===== config.mk =====
export PLATFORM = sky130hd
export DESIGN_NAME = modular_dot_product_split_top
export DESIGN_NICKNAME = d
export VERILOG_FILES = /design/src/rtl/core/mdps_pkg.sv /design/src/rtl/core/mdps_ctrl.sv /design/src/rtl/core/mdps_datapath.sv /design/src/rtl/core/modular_dot_product_split_top.sv
export SDC_FILE = /design/constraint.sdc
export NUM_CORES = 2
export LEC_CHECK = 0
export BUFFER_PORTS_ARGS = -buffer_cell sky130_fd_sc_hd__buf_2
export CAP_MARGIN = 20
export CORE_ASPECT_RATIO = 1.25
export CORE_MARGIN = 1
export CORE_UTILIZATION = 66
export DETAILED_ROUTE_END_ITERATION = 10
export PLACE_DENSITY = 0.93
export SYNTH_ARGS = -nofsm -noshare
export SYNTH_HDL_FRONTEND = slang
export SYNTH_SLANG_ARGS = --single-unit

===== constraint.sdc =====
create_clock -name clock -period 12.8 [get_ports clock]
set_input_delay 1.92 -clock clock [delete_from_list [all_inputs] [get_ports clock]]
set_output_delay 1.92 -clock clock [all_outputs]
set_load 0.005 [all_outputs]

===== src/rtl/core/mdps_pkg.sv =====
// Shared types and constants of the split-accumulation modular dot product.
// Used by the controller, the datapath and the top level; depends on nothing.
`default_nettype none

package mdps_pkg;

   localparam int SPLIT_BITS = 56;
   localparam int MAX_TERMS  = 4096;

   localparam int ELEM_W    = 30;
   localparam int PROD_W    = 2 * ELEM_W;
   localparam int LOW_W     = 64;
   localparam int HIGH_W    = 40;
   localparam int GROUP_W   = 3;
   localparam int TERM_W    = $clog2(MAX_TERMS + 1);
   localparam int DIV_STEPS = LOW_W;
   localparam int DIV_CNT_W = $clog2(DIV_STEPS);

   localparam logic [LOW_W-1:0] LOW_MASK = (LOW_W'(1) << SPLIT_BITS) - LOW_W'(1);

   // Configuration register indexes.
   localparam logic CSR_MODULUS = 1'b0;
   localparam logic CSR_POW2    = 1'b1;

   // Operand fed to the serial remainder unit, and where its remainder lands.
   typedef enum logic [1:0] {
      OPD_LOW,
      OPD_HIGH,
      OPD_POW,
      OPD_SUM
   } opd_type;

   typedef enum logic [3:0] {
      S_IDLE,
      S_ACC,
      S_SPLIT,
      S_LD_LOW,
      S_DIV_LOW,
      S_LD_HIGH,
      S_DIV_HIGH,
      S_LD_POW,
      S_DIV_POW,
      S_MUL,
      S_LD_SUM,
      S_DIV_SUM,
      S_WAIT_OUT
   } state_type;

   typedef struct packed {
      logic    accept;    // take the input word, register its product
      logic    acc;       // add the product into the low accumulator
      logic    split;     // move the upper low bits into the high accumulator
      logic    mul_red;   // multiply the reduced power and high remainders
      logic    div_load;  // load an operand into the remainder unit
      logic    div_step;  // one bit of the remainder computation
      opd_type div_opd;
      logic    load_out;  // place the result in the output register, clear state
   } cmd_type;

   typedef struct packed {
      logic split_due;
      logic last;
      logic div_last;
      logic out_busy;
   } status_type;

endpackage

`default_nettype wire


===== src/rtl/core/mdps_ctrl.sv =====
// Controller state machine of the modular dot product.
// Depends on mdps_pkg; drives the datapath through a command struct.
`default_nettype none

module mdps_ctrl (
   input  wire logic                clock,
   input  wire logic                reset,
   input  wire logic                req_tvalid,
   output logic                     req_tready,
   input  wire mdps_pkg::status_type status,
   output mdps_pkg::cmd_type        cmd
);

   mdps_pkg::state_type state_ff, state_in;

   always_ff @(posedge clock) begin
      if (reset) begin
         state_ff <= mdps_pkg::S_IDLE;
      end else begin
         state_ff <= state_in;
      end
   end

   always_comb begin
      state_in = state_ff;
      unique case (state_ff)
         mdps_pkg::S_IDLE: begin
            if (req_tvalid) state_in = mdps_pkg::S_ACC;
         end
         mdps_pkg::S_ACC: begin
            state_in = status.split_due ? mdps_pkg::S_SPLIT : mdps_pkg::S_IDLE;
         end
         mdps_pkg::S_SPLIT: begin
            state_in = status.last ? mdps_pkg::S_LD_LOW : mdps_pkg::S_IDLE;
         end
         mdps_pkg::S_LD_LOW:  state_in = mdps_pkg::S_DIV_LOW;
         mdps_pkg::S_DIV_LOW: begin
            if (status.div_last) state_in = mdps_pkg::S_LD_HIGH;
         end
         mdps_pkg::S_LD_HIGH:  state_in = mdps_pkg::S_DIV_HIGH;
         mdps_pkg::S_DIV_HIGH: begin
            if (status.div_last) state_in = mdps_pkg::S_LD_POW;
         end
         mdps_pkg::S_LD_POW:  state_in = mdps_pkg::S_DIV_POW;
         mdps_pkg::S_DIV_POW: begin
            if (status.div_last) state_in = mdps_pkg::S_MUL;
         end
         mdps_pkg::S_MUL:     state_in = mdps_pkg::S_LD_SUM;
         mdps_pkg::S_LD_SUM:  state_in = mdps_pkg::S_DIV_SUM;
         mdps_pkg::S_DIV_SUM: begin
            if (status.div_last) state_in = mdps_pkg::S_WAIT_OUT;
         end
         mdps_pkg::S_WAIT_OUT: begin
            if (!status.out_busy) state_in = mdps_pkg::S_IDLE;
         end
         default: state_in = mdps_pkg::S_IDLE;
      endcase
   end

   always_comb begin
      cmd         = '0;
      cmd.div_opd = mdps_pkg::OPD_LOW;
      req_tready  = 1'b0;
      unique case (state_ff)
         mdps_pkg::S_IDLE: begin
            req_tready = 1'b1;
            cmd.accept = req_tvalid;
         end
         mdps_pkg::S_ACC:   cmd.acc = 1'b1;
         mdps_pkg::S_SPLIT: cmd.split = 1'b1;
         mdps_pkg::S_LD_LOW: begin
            cmd.div_load = 1'b1;
            cmd.div_opd  = mdps_pkg::OPD_LOW;
         end
         mdps_pkg::S_DIV_LOW: begin
            cmd.div_step = 1'b1;
            cmd.div_opd  = mdps_pkg::OPD_LOW;
         end
         mdps_pkg::S_LD_HIGH: begin
            cmd.div_load = 1'b1;
            cmd.div_opd  = mdps_pkg::OPD_HIGH;
         end
         mdps_pkg::S_DIV_HIGH: begin
            cmd.div_step = 1'b1;
            cmd.div_opd  = mdps_pkg::OPD_HIGH;
         end
         mdps_pkg::S_LD_POW: begin
            cmd.div_load = 1'b1;
            cmd.div_opd  = mdps_pkg::OPD_POW;
         end
         mdps_pkg::S_DIV_POW: begin
            cmd.div_step = 1'b1;
            cmd.div_opd  = mdps_pkg::OPD_POW;
         end
         mdps_pkg::S_MUL: cmd.mul_red = 1'b1;
         mdps_pkg::S_LD_SUM: begin
            cmd.div_load = 1'b1;
            cmd.div_opd  = mdps_pkg::OPD_SUM;
         end
         mdps_pkg::S_DIV_SUM: begin
            cmd.div_step = 1'b1;
            cmd.div_opd  = mdps_pkg::OPD_SUM;
         end
         mdps_pkg::S_WAIT_OUT: cmd.load_out = !status.out_busy;
         default: ;
      endcase
   end

endmodule

`default_nettype wire


===== src/rtl/core/mdps_datapath.sv =====
// Datapath of the modular dot product: multiplier, split accumulators,
// bit-serial remainder unit and result register. Depends on mdps_pkg.
`default_nettype none

module mdps_datapath (
   input  wire logic                                clock,
   input  wire logic                                reset,
   input  wire mdps_pkg::cmd_type                   cmd,
   output mdps_pkg::status_type                     status,
   input  wire logic [mdps_pkg::ELEM_W-1:0]         a_elem,
   input  wire logic [mdps_pkg::ELEM_W-1:0]         b_elem,
   input  wire logic                                last_term,
   input  wire logic [mdps_pkg::ELEM_W-1:0]         modulus,
   input  wire logic [mdps_pkg::ELEM_W-1:0]         pow2_split_mod,
   output logic                                     rsp_tvalid,
   input  wire logic                                rsp_tready,
   output logic [mdps_pkg::ELEM_W-1:0]              dot_mod,
   output logic                                     too_long
);

   localparam int EW = mdps_pkg::ELEM_W;
   localparam int LW = mdps_pkg::LOW_W;
   localparam int HW = mdps_pkg::HIGH_W;
   localparam int PW = mdps_pkg::PROD_W;
   localparam int TW = mdps_pkg::TERM_W;
   localparam int GW = mdps_pkg::GROUP_W;
   localparam int CW = mdps_pkg::DIV_CNT_W;

   // Control state
   logic [LW-1:0] low_ff, low_in;
   logic [HW-1:0] high_ff, high_in;
   logic [GW-1:0] group_ff, group_in;
   logic [TW-1:0] term_ff, term_in;
   logic          ovf_ff, ovf_in;
   logic          last_ff, last_in;
   logic          out_valid_ff, out_valid_in;

   // Payload
   logic [PW-1:0] prod_ff, prod_in;
   logic [LW-1:0] shift_ff, shift_in;
   logic [EW-1:0] rem_ff, rem_in;
   logic [CW-1:0] cnt_ff, cnt_in;
   logic [EW-1:0] low_rem_ff, low_rem_in;
   logic [EW-1:0] high_rem_ff, high_rem_in;
   logic [EW-1:0] pow_rem_ff, pow_rem_in;
   logic [EW-1:0] sum_rem_ff, sum_rem_in;
   logic [EW-1:0] dot_ff, dot_in;
   logic          too_long_ff, too_long_in;

   logic [EW-1:0] mul_a, mul_b;
   logic [EW:0]   trial;
   logic [EW-1:0] rem_step;
   logic          div_last;

   // The single multiplier serves the input words and the final reduction.
   assign mul_a   = cmd.mul_red ? pow_rem_ff  : a_elem;
   assign mul_b   = cmd.mul_red ? high_rem_ff : b_elem;
   assign prod_in = (cmd.accept || cmd.mul_red) ? mul_a * mul_b : prod_ff;

   // One restoring step: shift in the next dividend bit, subtract if it fits.
   assign trial    = {rem_ff, shift_ff[LW-1]};
   assign rem_step = (trial >= {1'b0, modulus}) ? EW'(trial - {1'b0, modulus})
                                                : trial[EW-1:0];
   assign div_last = (cnt_ff == CW'(mdps_pkg::DIV_STEPS - 1));

   always_comb begin
      low_in       = low_ff;
      high_in      = high_ff;
      group_in     = group_ff;
      term_in      = term_ff;
      ovf_in       = ovf_ff;
      last_in      = last_ff;
      out_valid_in = out_valid_ff && !rsp_tready;
      shift_in     = shift_ff;
      rem_in       = rem_ff;
      cnt_in       = cnt_ff;
      low_rem_in   = low_rem_ff;
      high_rem_in  = high_rem_ff;
      pow_rem_in   = pow_rem_ff;
      sum_rem_in   = sum_rem_ff;
      dot_in       = dot_ff;
      too_long_in  = too_long_ff;

      if (cmd.accept) begin
         last_in = last_term;
      end

      if (cmd.acc) begin
         low_in   = low_ff + LW'(prod_ff);
         group_in = group_ff + GW'(1);
         if (term_ff >= TW'(mdps_pkg::MAX_TERMS)) begin
            ovf_in = 1'b1;
         end else begin
            term_in = term_ff + TW'(1);
         end
      end

      if (cmd.split) begin
         high_in = high_ff + HW'(low_ff >> mdps_pkg::SPLIT_BITS);
         low_in  = low_ff & mdps_pkg::LOW_MASK;
      end

      if (cmd.div_load) begin
         rem_in = '0;
         cnt_in = '0;
         case (cmd.div_opd)
            mdps_pkg::OPD_LOW:  shift_in = low_ff;
            mdps_pkg::OPD_HIGH: shift_in = LW'(high_ff);
            mdps_pkg::OPD_POW:  shift_in = LW'(pow2_split_mod);
            default:            shift_in = LW'(prod_ff) + LW'(low_rem_ff);
         endcase
      end

      if (cmd.div_step) begin
         rem_in   = rem_step;
         cnt_in   = cnt_ff + CW'(1);
         shift_in = shift_ff << 1;
         if (div_last) begin
            case (cmd.div_opd)
               mdps_pkg::OPD_LOW:  low_rem_in  = rem_step;
               mdps_pkg::OPD_HIGH: high_rem_in = rem_step;
               mdps_pkg::OPD_POW:  pow_rem_in  = rem_step;
               default:            sum_rem_in  = rem_step;
            endcase
         end
      end

      if (cmd.load_out) begin
         // A zero modulus yields zero by definition.
         dot_in       = (modulus == '0) ? '0 : sum_rem_ff;
         too_long_in  = ovf_ff;
         out_valid_in = 1'b1;
         low_in       = '0;
         high_in      = '0;
         group_in     = '0;
         term_in      = '0;
         ovf_in       = 1'b0;
      end
   end

   always_ff @(posedge clock) begin
      if (reset) begin
         low_ff       <= '0;
         high_ff      <= '0;
         group_ff     <= '0;
         term_ff      <= '0;
         ovf_ff       <= 1'b0;
         last_ff      <= 1'b0;
         out_valid_ff <= 1'b0;
      end else begin
         low_ff       <= low_in;
         high_ff      <= high_in;
         group_ff     <= group_in;
         term_ff      <= term_in;
         ovf_ff       <= ovf_in;
         last_ff      <= last_in;
         out_valid_ff <= out_valid_in;
      end
   end

   always_ff @(posedge clock) begin
      prod_ff     <= prod_in;
      shift_ff    <= shift_in;
      rem_ff      <= rem_in;
      cnt_ff      <= cnt_in;
      low_rem_ff  <= low_rem_in;
      high_rem_ff <= high_rem_in;
      pow_rem_ff  <= pow_rem_in;
      sum_rem_ff  <= sum_rem_in;
      dot_ff      <= dot_in;
      too_long_ff <= too_long_in;
   end

   // The controller reads this in the accumulate cycle, before the group
   // counter advances, so the eighth term of a group shows a count of seven.
   assign status.split_due = (group_ff == '1) || last_ff;
   assign status.last      = last_ff;
   assign status.div_last  = div_last;
   assign status.out_busy  = out_valid_ff && !rsp_tready;

   assign rsp_tvalid = out_valid_ff;
   assign dot_mod    = dot_ff;
   assign too_long   = too_long_ff;

endmodule

`default_nettype wire


===== src/rtl/core/modular_dot_product_split_top.sv =====
// Top level of the split-accumulation modular dot product.
// Holds the configuration registers; depends on mdps_pkg, mdps_ctrl, mdps_datapath.
//
//   Channel  Direction  Handshake              Payload
//   req      in         req_tvalid/req_tready  tdata a_elem, b_elem; tlast last_term
//   rsp      out        rsp_tvalid/rsp_tready  tdata dot_mod; tuser too_long
//   csr      in         csr_valid/csr_ready    csr_index, csr_data
//
// A word that is not last is taken with its product registered, then accumulated,
// then split into the high accumulator when it closes a group of eight.
// The last word of a vector is followed by four remainders through the
// one-bit-per-cycle remainder unit and one reduced multiply.
// Reset is synchronous and clears all accumulators; csr writes are always taken.
// A stalled result holds in the output register; the next vector may stream
// in meanwhile, and only its own result waits for the register to free up.
`default_nettype none

module modular_dot_product_split_top (
   input  wire logic        clock,
   input  wire logic        reset,
   input  wire logic        req_tvalid,
   output logic             req_tready,
   input  wire logic [63:0] req_tdata,   // [29:0] a_elem, [59:30] b_elem, [63:60] zero
   input  wire logic        req_tlast,
   output logic             rsp_tvalid,
   input  wire logic        rsp_tready,
   output logic [31:0]      rsp_tdata,   // [29:0] dot_mod, [31:30] zero
   output logic             rsp_tuser,   // [0] too_long
   input  wire logic        csr_valid,
   output logic             csr_ready,
   input  wire logic        csr_index,
   input  wire logic [29:0] csr_data
);

   localparam int EW = mdps_pkg::ELEM_W;

   logic [EW-1:0] modulus_ff, modulus_in;
   logic [EW-1:0] pow2_ff, pow2_in;
   logic [EW-1:0] dot_mod;

   mdps_pkg::cmd_type    cmd;
   mdps_pkg::status_type status;

   assign csr_ready = 1'b1;

   always_comb begin
      modulus_in = modulus_ff;
      pow2_in    = pow2_ff;
      if (csr_valid) begin
         unique case (csr_index)
            mdps_pkg::CSR_MODULUS: modulus_in = csr_data;
            mdps_pkg::CSR_POW2:    pow2_in    = csr_data;
            default: ;
         endcase
      end
   end

   always_ff @(posedge clock) begin
      if (reset) begin
         modulus_ff <= EW'(2);
         pow2_ff    <= '0;
      end else begin
         modulus_ff <= modulus_in;
         pow2_ff    <= pow2_in;
      end
   end

   mdps_ctrl u_ctrl (
      .clock      (clock),
      .reset      (reset),
      .req_tvalid (req_tvalid),
      .req_tready (req_tready),
      .status     (status),
      .cmd        (cmd)
   );

   mdps_datapath u_datapath (
      .clock          (clock),
      .reset          (reset),
      .cmd            (cmd),
      .status         (status),
      .a_elem         (req_tdata[29:0]),
      .b_elem         (req_tdata[59:30]),
      .last_term      (req_tlast),
      .modulus        (modulus_ff),
      .pow2_split_mod (pow2_ff),
      .rsp_tvalid     (rsp_tvalid),
      .rsp_tready     (rsp_tready),
      .dot_mod        (dot_mod),
      .too_long       (rsp_tuser)
   );

   assign rsp_tdata = {2'b00, dot_mod};

endmodule

`default_nettype wire


==> metrics.yaml <==
floorplan:
  ios: 137
  num_rows: 119
  fp.dieH_um: 330
  initial_core_util_pct: 67.0
  dieWidth_um: 264
  core_area_um2: 84600
  die-area_um2: 87000
sta:
  worst_pin_slew_ns: 1.21
  finClkSkew_ns: 0.0793
  finalMaxSlewViolations: 0
  finalSetupViolations: 0
  hold_viol: 0
  relSlewSlack_pct: 18.0
  rsz0062_at_grt: "no"
  timing.fmax_mhz: 90.5
  finalCriticalPeriod_ns: 11.05
  setup_tns_ns: 0
  fin_crit_sh_pct: 86.3
clocking:
  clkTransAtPathRegs_ns: 0.06
  cts_root_buf: "clkbuf_16"
  cts_setup_buffers: 0
  clock_path_buffers: 3
  clock_latency_ns: 0.67
  tritoncts: "done"
  htreeDepth: 2
  cts.repair.resized: 0
  cts_hold_buffers: 0
  cts-buffers-inserted: 55
  cts.sinks: 498
finish:
  n_fill_cell: 5959
  area_growth_pct: 6.68
  ff_latch_area_um2: 13100
  drive_gt1_share_pct: 8.28
  multi_input_area_um2: 39200
  final_nets: 7459
global_route:
  overflow: 0
  grt_pass1_wl_mm: 292
  grt_max_degree: 69
  grt_pass1_vias: 49704
  antenna_found_initial: 24
  grt_use_total_pct: 45.1
synthesis:
  ys_ff_latch: 498
  synth_top_flop_cell: "edfxtp_1"
  avgSynthCellArea_um2: 9.11
  yosysMostFrequentCell: "inv_1"
  synth_commonest_cells: "inv_1 (886), nand2_1 (807), fa_1 (784)"
  synth_area_leaders: "fa_1 (28%), edfxtp_1 (16%), ha_1 (8.4%)"
  ys_types: 96
  synth-edff-count: 310
  synth_top_area_share_pct: 27.7
  yosys_warnings: 0
  syn_area_um2: 56600
  synthCells: 6215
  seq_area_frac_synth_pct: 23.1
  ys_async_sr_fraction_pct: 0
  yosys.area.top_type: "fa_1"
route:
  drt-total-wl_mm: 193
  ant_nets: 0
  drt_iter0_drc: 6155
  first_pass_iters: 9
  wl_per_cell_um: 26.2
  via_per_inst: 6.59
  drc_errors: 0
  vias: 48518
setup_path:
  end_kind: "flip-flop"
  path_class: "reg -> reg"
  path_depth: 29
  r2r-start: "u_ctrl.state_ff[0]$_SDFFE_PP0P_"
  cp_slowest_stage_delay_ns: 1.06
  crit_path_end: "u_datapath.prod_ff[58]$_DFFE_PP_"
  crit_required_ns: 13.12
  cp.arrival_ns: 11.37
  startpoint: "u_ctrl.state_ff[0]$_SDFFE_PP0P_"
  cpMostUsedCell: "fa_1"
  worst-path-buf-inv: 6
  worstReg2RegEnd: "u_datapath.prod_ff[58]$_DFFE_PP_"
  critPathTopFamily: "adder cells"
  cp_max_fo: 48
  ff2ff_setup_slack_ns: 1.75
  r2r_cells: 29
  crit_path_top_delay_cell: "mux2i_4"
  critPathLaunchType: "flip-flop"
placement:
  hpwl_mm: 145
  gp_congestion: 1.08
  placement.io_buffers: 129
flow_run:
  drv_cap: 0
hold_path:
  hp-class: "reg -> reg"
status:
  outcome: "complete, no violations"
==> layout by cell type, fill, tap and decap left out, types with 12 or more instances in the layout <==
cell       netlist  layout
a22oi_1         47      47
nand2b_1        26      25
o21ai_1         17      17
mux2i_2          0      30
a21oi_1        354     354
clkbuf_16        0      60
o211ai_1        13      13
nand3_1         68      68
o221ai_1        15      15
nor4_1          14      13
fa_1           784     784
dfxtp_1        188     186
diode_2          0      31
and2_1          46      46
a21o_1         123     123
nor2b_1         60      58
buf_4           12      97
nand2_1        807     807
or3_1           24      23
inv_1          886     886
o21a_1          27      27
xnor2_1        134     134
or2_2           20      18
nand4_1         61      61
o21bai_1        20      20
mux2_2          84      84
and3_1          41      41
buf_2           12     129
mux2i_1         80      46
nor3_1          39      36
a32o_1          17      17
edfxtp_1       310     310
a31oi_1         27      27
o21ai_0        183     183
nor2_1         738     734
nor3_2           9      12
a211oi_1        21      21
xor2_1          88      88
ha_1           380     380
==> layer usage <==
metal	vias up	GRT usage [%]	wire length, µm
met2	3722	70.5	84900
met1	23264	49.1	60400
li1	20178	-	-
met5	-	2.27	405
met3	1334	15.1	24700
met4	20	40.0	22400
==> state kept, by name (all words and copies together), names as in the netlist, 40 cells and up <==
name	flops
u_datapath.low_ff	64
u_datapath.shift_ff	64
u_datapath.prod_ff	60
u_datapath.high_ff	40
==> how the worst min path moves through the flow <==
stage / end / slack [ns] / cells after the start / startpoint
4_1_cts: u_datapath.too_long$_DFFE_PP_ / 0.46 / 0 / u_datapath.ovf_ff$_SDFFE_PP0P_
6_report: u_datapath.too_long$_DFFE_PP_ / 0.46 / 0 / u_datapath.ovf_ff$_SDFFE_PP0P_
3_5_place_dp: u_datapath.too_long$_DFFE_PP_ / 0.43 / 0 / u_datapath.ovf_ff$_SDFFE_PP0P_
5_1_grt: u_datapath.too_long$_DFFE_PP_ / 0.47 / 0 / u_datapath.ovf_ff$_SDFFE_PP0P_
2_1_floorplan: u_datapath.too_long$_DFFE_PP_ / 0.41 / 0 / u_datapath.ovf_ff$_SDFFE_PP0P_
3_3_place_gp: u_datapath.too_long$_DFFE_PP_ / 0.42 / 0 / u_datapath.ovf_ff$_SDFFE_PP0P_
==> worst reg2reg max path, delay by kind of cell (launching register included) <==
| family | cells | cell delay, ns |
|---|---|---|
| buf+inv | 6 | 1.79 |
| xor+xnor | 1 | 0.47 |
| flops | 1 | 0.30 |
| simple gates | 7 | 1.68 |
| fa+ha+maj | 9 | 4.43 |
| compound gates | 5 | 0.95 |
| mux | 1 | 1.06 |
==> through the flow <==
stage / hold slack [ns] / util [%] / setup slack [ns] / cell area [µm²] / cells
6_report: 0.457 / 71.4 / 1.75 / 60400 / 7361
5_1_grt: 0.466 / 71.4 / 1.66 / 60400 / 7339
4_1_cts: 0.455 / 71.3 / 2.12 / 60300 / 7327
3_5_place_dp: 0.433 / 69.0 / 1.92 / 58400 / 7223
3_3_place_gp: 0.421 / 69.0 / 1.99 / 58300 / 7221
2_1_floorplan: 0.409 / - / 3.12 / 56600 / 6216
==> cell type report <==
cell class / count / area share (%)
clock buffer: 74 / 2.64
tap: 1089 / 2.25
multi-input combinational: 4519 / 64.8
inverter: 887 / 5.51
sequential: 498 / 21.6
clock inverter: 30 / 0.565
timing repair buffer: 233 / 2.46
antenna: 31 / 0.128
==> logic make-up (layout without fill, tap and decap cells) <==
logic type	Yosys count	in the layout	synth area share [%]
compound gates	985	985	11.1
xor+xnor	222	222	3.43
fa+ha+maj	1164	1164	36.1
buf+inv	1199	1224	8.18
flops	498	498	23.1
mux	164	164	3.08
other cells	2	34	0.0133
simple gates	1981	1981	15.0
Power is left out: the tool's default activity adds up to more than one toggle a clock period on the data nets, which glitch-free logic cannot reach.
